File: config.mk
export PLATFORM = sky130hd
export DESIGN_NAME = gf128m_stage
export DESIGN_NICKNAME = d
export VERILOG_FILES = /design/src/rtl/gf128m_pkg.sv /design/src/rtl/gf128m_stage.sv
export SDC_FILE = /design/constraint.sdc
export NUM_CORES = 1
export LEC_CHECK = 0
export BUFFER_PORTS_ARGS = -buffer_cell sky130_fd_sc_hd__buf_2
export CAP_MARGIN = 20
export CORE_AREA = 2 2 305 307
export CTS_BUF_LIST = sky130_fd_sc_hd__clkbuf_4
export DETAILED_ROUTE_END_ITERATION = 16
export DIE_AREA = 0 0 307 309
export PLACE_DENSITY = 0.48
export SETUP_SLACK_MARGIN = 0.15
export SYNTH_ARGS = -nofsm -noshare
export SYNTH_HDL_FRONTEND = slang
export SYNTH_SLANG_ARGS = --single-unit
File: constraint.sdc
create_clock -name clk -period 13.5 [get_ports clk]
set_input_delay 0.675 -clock clk [delete_from_list [all_inputs] [get_ports clk]]
set_output_delay 0.675 -clock clk [all_outputs]
set_load 0.005 [all_outputs]
File: src/rtl/gf128m_pkg.sv
// gf128m_pkg: shared constants, stage payload type and field helpers for the
// gf(2^128) multiplier; no dependencies
`default_nettype none

package gf128m_pkg;

	localparam int unsigned FieldBits       = 128;
	localparam int unsigned HalfBits        = 64;
	// x^128 = x^7 + x^2 + x + 1
	localparam logic [FieldBits-1:0] ReducePoly = 128'h87;
	// operand bits consumed per pipeline stage, must divide FieldBits
	localparam int unsigned StepBitsDefault = 8;

	typedef logic [FieldBits-1:0] elem_t;

	// payload carried from stage to stage
	typedef struct packed {
		elem_t a;    // bits of a still to scan, next bit at the top
		elem_t b;
		elem_t acc;  // horner accumulator
	} stage_data_t;

	// multiply by x and fold the carried-out bit back in
	function automatic elem_t gf_double(input elem_t v);
		elem_t r;
		r = {v[FieldBits-2:0], 1'b0};
		if (v[FieldBits-1]) begin
			r = r ^ ReducePoly;
		end
		return r;
	endfunction

endpackage

`default_nettype wire

File: src/rtl/gf128m_stage.sv
// gf128m_stage: one pipeline stage, STEP_BITS horner steps then a register with
// its valid bit; depends on gf128m_pkg
`default_nettype none

module gf128m_stage #(
	parameter int unsigned STEP_BITS = gf128m_pkg::StepBitsDefault
) (
	input  wire                      clk,
	input  wire                      arst_n,
	input  wire                      in_valid,
	output logic                     in_ready,
	input  gf128m_pkg::stage_data_t  in_data,
	output logic                     out_valid,
	input  wire                      out_ready,
	output gf128m_pkg::stage_data_t  out_data
);

	gf128m_pkg::stage_data_t nxt;
	gf128m_pkg::stage_data_t data_s1;
	logic                    valid_s1;

	// horner steps over the top bits of a
	always_comb begin
		nxt = in_data;
		for (int j = 0; j < STEP_BITS; j++) begin
			nxt.acc = gf128m_pkg::gf_double(nxt.acc);
			if (nxt.a[gf128m_pkg::FieldBits-1]) begin
				nxt.acc = nxt.acc ^ nxt.b;
			end
			nxt.a = {nxt.a[gf128m_pkg::FieldBits-2:0], 1'b0};
		end
	end

	// a stage takes a new request when empty or when its content moves on
	assign in_ready = !valid_s1 || out_ready;

	always_ff @(posedge clk or negedge arst_n) begin
		if (!arst_n) begin
			valid_s1 <= 1'b0;
		end else if (in_ready) begin
			valid_s1 <= in_valid;
		end
	end

	always_ff @(posedge clk) begin
		if (in_ready) begin
			data_s1 <= nxt;
		end
	end

	assign out_valid = valid_s1;
	assign out_data  = data_s1;

endmodule

`default_nettype wire

==> flow_metrics.py, run 1 <==
metrics = {
    "placed_design": {
        "gp_congestion": 0.7652,
        "hpwl_um": 62780,
        "pre_cts_ws_ps": 9364,
        "port_buffers": 765,
    },
    "detailed_routing": {
        "drc": 0,
        "dr.pass1.iters": 5,
        "avgViaCountPerCell": 4.273,
        "postRouteAntennaNets": 0,
        "num_vias": 21090,
        "drtIter0Drc": 1407,
        "drt-total-wl_um": 92860,
        "wire_per_inst_um": 18.81,
    },
    "synthesis": {
        "yosysTopAreaCell": "edfxtp_1",
        "synth_fa_ha_area_share_pct": 0,
        "syn_area_um2": 25450,
        "synth_edf_count": 376,
        "ys_async_sr_fraction_pct": 0.2653,
        "synth_compound_area_share_pct": 0,
        "yosys.area_share.simple_pct": 15.16,
        "synthTopCellsByCount": "nand2_1 (1,023), xnor2_1 (762), edfxtp_1 (376)",
        "synth_xor_area_share_pct": 36.26,
        "synth_cells": 2685,
        "muxShareOfSynthArea_pct": 0,
        "yosys.area.top_type_share_pct": 44.36,
        "ys_types": 16,
        "syn_avg_cell_area_um2": 9.479,
        "ys_seq_area_share_pct": 44.46,
        "synth_top_family_by_area": "XOR/XNOR gates",
        "ys_ff_latch": 377,
        "synth.area.top_cells": "edfxtp_1 (44%), xnor2_1 (26%), nand2_1 (15%), xor2_1 (8.9%), clkbuf_1 (2.4%)",
        "yosysMostFrequentCell": "nand2_1",
        "synthFlopType": "edfxtp_1",
        "ys.warnings.count": 0,
    },
    "floorplan": {
        "fp-row-count": 111,
        "io_pins": 774,
        "coreArea_um2": 91390,
        "fp.dieH_um": 309,
        "initial_core_util_pct": 27.85,
        "die_x_um": 307,
        "design.die.area_um2": 94860,
    },
    "global_routing": {
        "grt_usage_pct": 18.93,
        "grt_pass1_vias": 21150,
        "antenna_found_initial": 12,
        "grt_pass1_wl_um": 136200,
        "grt_start_max_net_pins": 128,
        "overflow": 0,
    },
    "cts": {
        "clock_latency_ps": 990,
        "clkSlewWorstSetupHoldPaths_ps": 70,
        "cts_resized": 0,
        "cts_root_buffer": "clkbuf_4",
        "clock_path_buffers": 3,
        "cts.sinks": 377,
        "cts_buffers": 110,
        "postCtsSetupBuffers": 0,
        "postCtsHoldBufs": 332,
        "cts_tree": "yes",
        "htree_levels": 3,
    },
    "power_and_ir_drop": {
        "ir_drop_mv": 0.06382,
        "seqPwrFrac_pct": 39.4,
        "powerDensity_nw_per_um2": 118.5,
        "p_switching_uw": 1328,
        "p_leak_uw": 0.01415,
        "finalPower_uw": 4103,
        "clkPwrFrac_pct": 27.5,
        "p_int_uw": 2775,
        "power_frac_comb_pct": 33.2,
        "swShare_pct": 32.36,
    },
    "sta": {
        "worst_pin_slew_ps": 1022,
        "fmax_ghz": 0.2559,
        "setup-violations-final": 0,
        "grt_setup_unrepaired": "no",
        "period_share_pct": 28.94,
        "timing.final.max_slew_violations": 0,
        "final.setup.worst_slack_ps": 9593,
        "fin_skew_ps": 62.68,
        "hold_viol": 0,
        "slew_headroom_pct": 31.86,
        "fin_crit_ps": 3907,
        "fin_tns_setup_ps": 0,
    },
    "cells_and_area": {
        "layout.filler_cells": 9177,
        "synthToLayoutAreaGrowth_pct": 36.04,
        "drive_gt1_share_pct": 25.53,
        "layout.nets": 4054,
    },
    "worst_setup_path": {
        "path_class": "reg -> reg",
        "critPathMaxFanout": 127,
        "required_ps": 14090,
        "cp-end-kind": "register",
        "crit_arrival_ps": 4490,
        "start_kind": "register",
    },
    "status": {
        "status": "complete, no violations",
    },
    "worst_hold_path": {
        "hold_class": "in -> reg",
    },
    "run": {
        "drv_cap": 0,
    },
}
-- registers in the layout, summed over array words and instances, names as in the netlist --
signal / count
out_data: 376
out_valid: 1
-- final timing paths --
path | from | to | slack [ps] | depth (start not counted)
max in group asynchronous | arst_n | out_valid$_DFFE_PN0P_ | 12770 | 3
worst min-delay path | in_data[118] | out_data[126]$_DFFE_PP_ | 140 | 3
worst min register to register | out_valid$_DFFE_PN0P_ | out_data[154]$_DFFE_PP_ | 1260 | 1
worst max register to register | out_valid$_DFFE_PN0P_ | out_data[73]$_DFFE_PP_ | 9590 | 4
min in group asynchronous | arst_n | out_valid$_DFFE_PN0P_ | 600 | 3
worst max-delay path | out_valid$_DFFE_PN0P_ | out_data[73]$_DFFE_PP_ | 9590 | 4
-- stage by stage --
step | instances | hold WS, ps | util [%] | instance area [µm²]
after floorplan | 2692 | 379.4 | - | 25480
after global placement | 4408 | 477.5 | 32.70 | 29880
after detailed placement | 4408 | 474.7 | 32.70 | 29880
after CTS | 4931 | 1.171 | 37.88 | 34610
after global routing | 4936 | 9.111 | 37.89 | 34630
final | 4936 | 137.3 | 37.89 | 34630
-- cells in the final DEF (no fill, tap or decap), drive strengths merged --
| cell type | synthesis | routed |
|---|---|---|
| clkbuf | 166 | 159 |
| xor2 | 258 | 258 |
| bufinv | 0 | 1 |
| xnor3 | 12 | 12 |
| clkinv | 0 | 28 |
| conb | 1 | 8 |
| xnor2 | 762 | 762 |
| edfxtp | 376 | 376 |
| xor3 | 1 | 1 |
| buf | 82 | 778 |
| dfrtp | 1 | 1 |
| nand2b | 2 | 2 |
| dlygate4sd3 | 0 | 332 |
| diode | 0 | 5 |
| inv | 0 | 3 |
| nand2 | 1024 | 1024 |
-- logic make-up (layout without fill, tap and decap cells) --
group,count (synthesis),count (layout)
other,1,13
AND/OR/NAND/NOR,1026,1026
buffers and inverters,248,1301
XOR/XNOR,1033,1033
flip-flops,377,377
-- power by group through the flow --
stage | registers, µW | logic (µW) | clock network (µW)
final | 1620 | 1360 | 1130
after global routing | 1630 | 1480 | 1230
after CTS | 1620 | 1390 | 1180
after detailed placement | 1640 | 1300 | 0
after global placement | 1630 | 1300 | 0
after floorplan | 1690 | 775 | 0
-- critical path: stages, from the launching register on --
cell and delay, ps:
dfrtp_1 410, nand2b_4 710, buf_12 490, buf_4 730, buf_4 710
-- area by class of cell --
class                   count  area (µm²)  share of cell area (%)
flip-flops and latches    377       11320                   32.68
diodes                      5       12.51                 0.03614
repair buffers           1110        7282                   21.03
multi-input cells        2067       13130                   37.91
well taps                1186        1484                   4.286
clock inverters            32       211.5                  0.6107
clock buffers             159        1194                   3.447
-- per-layer routing --
layer | vias up | track usage [%] | wire length (µm)
met5 | - | 0 | 71
met2 | 689 | 33.87 | 47030
met3 | 132 | 4.563 | 5766
met1 | 9987 | 22.41 | 37790
met4 | 12 | 5.593 | 2205
li1 | 10270 | - | -
(Power assumes the default switching activity.)
==> run 2, diff against run 1 <==
--- a/config.mk
+++ b/config.mk
@@ -11,7 +11,7 @@
 export CTS_BUF_LIST = sky130_fd_sc_hd__clkbuf_4
 export DETAILED_ROUTE_END_ITERATION = 16
 export DIE_AREA = 0 0 307 309
-export PLACE_DENSITY = 0.48
+export PLACE_DENSITY = 0.49
 export SETUP_SLACK_MARGIN = 0.15
 export SYNTH_ARGS = -nofsm -noshare
 export SYNTH_HDL_FRONTEND = slang
==> constraint.sdc (replaced) <==
create_clock -name clk -period 3.25 [get_ports clk]
set_input_delay 0.1625 -clock clk [delete_from_list [all_inputs] [get_ports clk]]
set_output_delay 0.1625 -clock clk [all_outputs]
set_load 0.005 [all_outputs]
==> run 2 against run 1 <==
Clock skew grew 28 ps. Clock-buffer cell count shrank 6. Clock power rose to 4.3 times the previous value. Sequential power rose to 4.2 times the previous value. Sequential cell count unchanged. Cell count increased by 7.6%. First-iteration DRC count increased by 4.6%. Register-to-register slack worse by 8200 ps. Worst hold slack better by 11 ps. Critical path type is now in -> reg. Critical endpoint is now out_data[14]$_DFFE_PP_. Largest power group unchanged. Highest routed layer is now met4.
==> flow_metrics.py, run 2 (synthesis gave the netlist of run 1 again) <==
metrics = {
    "detailed_routing": {
        "drc": 0,
        "drt-total-wl_um": 99160,
        "avgViaCountPerCell": 4.286,
        "wire_per_inst_um": 18.67,
        "dr.pass1.iters": 5,
        "drtIter0Drc": 1472,
        "num_vias": 22760,
        "postRouteAntennaNets": 0,
    },
    "worst_setup_path": {
        "crit_arrival_ps": 3610,
        "required_ps": 3960,
        "start_kind": "input pin",
        "critPathMaxFanout": 1,
        "path_class": "in -> reg",
        "cp-end-kind": "register",
    },
    "sta": {
        "fmax_ghz": 0.3450,
        "fin_skew_ps": 90.51,
        "timing.final.max_slew_violations": 0,
        "period_share_pct": 89.19,
        "setup-violations-final": 0,
        "final.setup.worst_slack_ps": 351.3,
        "hold_viol": 0,
        "slew_headroom_pct": 53.54,
        "grt_setup_unrepaired": "no",
        "fin_crit_ps": 2899,
        "fin_tns_setup_ps": 0,
        "worst_pin_slew_ps": 697.0,
    },
    "floorplan": {
        "design.die.area_um2": 94860,
        "coreArea_um2": 91390,
        "initial_core_util_pct": 27.85,
        "fp-row-count": 111,
        "fp.dieH_um": 309,
        "io_pins": 774,
        "die_x_um": 307,
    },
    "cells_and_area": {
        "layout_common_cells": "nand2_1 (1,023), xnor2_1 (762), buf_2 (757), dlygate4sd3_1 (683), edfxtp_1 (376)",
        "mostFrequentLayoutCell": "nand2_1",
        "layout.nets": 4424,
        "fin_util_pct": 42.17,
        "synthToLayoutAreaGrowth_pct": 51.43,
        "largest_reg_flops": 376,
        "drive_gt1_share_pct": 23.61,
    },
    "power_and_ir_drop": {
        "powerDensity_nw_per_um2": 469.1,
        "p_switching_uw": 5744,
        "p_leak_uw": 0.01581,
        "clkPwrFrac_pct": 26.7,
        "seqPwrFrac_pct": 37.3,
        "swShare_pct": 31.77,
        "ir_drop_mv": 0.3252,
        "power_frac_comb_pct": 36.0,
        "p_int_uw": 12340,
    },
    "global_routing": {
        "grt_start_max_net_pins": 122,
        "grt_usage_pct": 20.18,
        "overflow": 0,
        "antenna_found_initial": 8,
        "grt_pass1_wl_um": 145800,
        "grt_pass1_vias": 22950,
    },
    "cts": {
        "cts_root_buffer": "clkbuf_4",
        "postCtsSetupBuffers": 0,
        "cts_resized": 0,
        "clock_path_buffers": 3,
        "clkSlewWorstSetupHoldPaths_ps": 80,
        "clock_latency_ps": 970,
        "htree_levels": 3,
        "cts_buffers": 111,
        "cts_tree": "yes",
        "cts.sinks": 377,
    },
    "placed_design": {
        "pre_cts_ws_ps": 879.2,
        "gp_congestion": 0.7973,
        "hpwl_um": 65650,
        "port_buffers": 765,
    },
    "run": {
        "drv_cap": 0,
    },
    "status": {
        "status": "complete, no violations",
    },
    "worst_hold_path": {
        "hold_class": "in -> reg",
    },
}
## run 2: cell types whose count changed in the layout (fill, tap and decap cells not counted)
cell	before	now
inv_12	0	1
buf_12	1	18
bufinv_16	1	3
clkinv_2	8	11
buf_6	0	1
clkbuf_4	159	153
diode_2	5	4
clkinv_8	3	1
clkinv_4	0	1
clkinv_1	17	25
dlygate4sd3_1	332	683
## run 2: power groups by stage
stage | clock (µW) | combinational (µW) | sequential (µW)
after floorplan | 0 | 3220 | 6930
after global placement | 0 | 5410 | 6830
after detailed placement | 0 | 5440 | 6830
after CTS | 5020 | 6540 | 6750
after global routing | 5260 | 7030 | 6820
final | 4830 | 6500 | 6740
## run 2: critical path, cell delays in order
cell	delay (ps)
dlygate4sd3_1	530
buf_2	130
xor2_1	150
dlygate4sd3_1	580
xnor2_1	130
dlygate4sd3_1	560
xnor2_1	130
dlygate4sd3_1	560
xnor2_1	120
dlygate4sd3_1	560
## run 2: per-layer routing
layer | vias to the layer above | track usage (%) | wire (µm)
met5 | - | 0 | 0
met2 | 729 | 35.76 | 49930
met3 | 143 | 4.111 | 5686
met4 | 0 | 7.771 | 3233
met1 | 10860 | 23.95 | 40310
li1 | 11030 | - | -
## run 2: metrics by stage
| step | instances | hold WS [ps] | cell area, µm² | power (µW) |
|---|---|---|---|---|
| after floorplan | 2692 | -133.1 | 25490 | 10150 |
| after global placement | 4426 | -61.54 | 30240 | 12240 |
| final | 5311 | 148.3 | 38540 | 18080 |
| after global routing | 5310 | 52.55 | 38540 | 19100 |
| after detailed placement | 4426 | -58.95 | 30240 | 12270 |
| after CTS | 5307 | 2.068 | 38530 | 18300 |
## run 2: area by class of cell
class                           count  area [µm²]
Antenna cell                        4       10.01
Clock buffer                      153        1149
Clock inverter                     45       309.0
Fill cell                        8867       52840
Multi-Input combinational cell   2067       13130
Sequential cell                   377       11320
Tap cell                         1186        1484
Timing Repair Buffer             1479       11150
## run 2: final timing paths
check / cells after the start / from / end / slack [ps]
max: 10 / in_data[6] / out_data[14]$_DFFE_PP_ / 350
min: 2 / in_data[218] / out_data[218]$_DFFE_PP_ / 150
max reg2reg: 3 / out_valid$_DFFE_PN0P_ / out_data[110]$_DFFE_PP_ / 1370
min reg2reg: 1 / out_valid$_DFFE_PN0P_ / out_data[151]$_DFFE_PP_ / 1050
max in group asynchronous: 4 / arst_n / out_valid$_DFFE_PN0P_ / 2550
min in group asynchronous: 4 / arst_n / out_valid$_DFFE_PN0P_ / 580
## run 2: timing repair
action | CTS | global route
endpoints found under the setup margin | 0 | 0
hold buffers | 683 | 0
hold endpoints to repair | 416 | 0
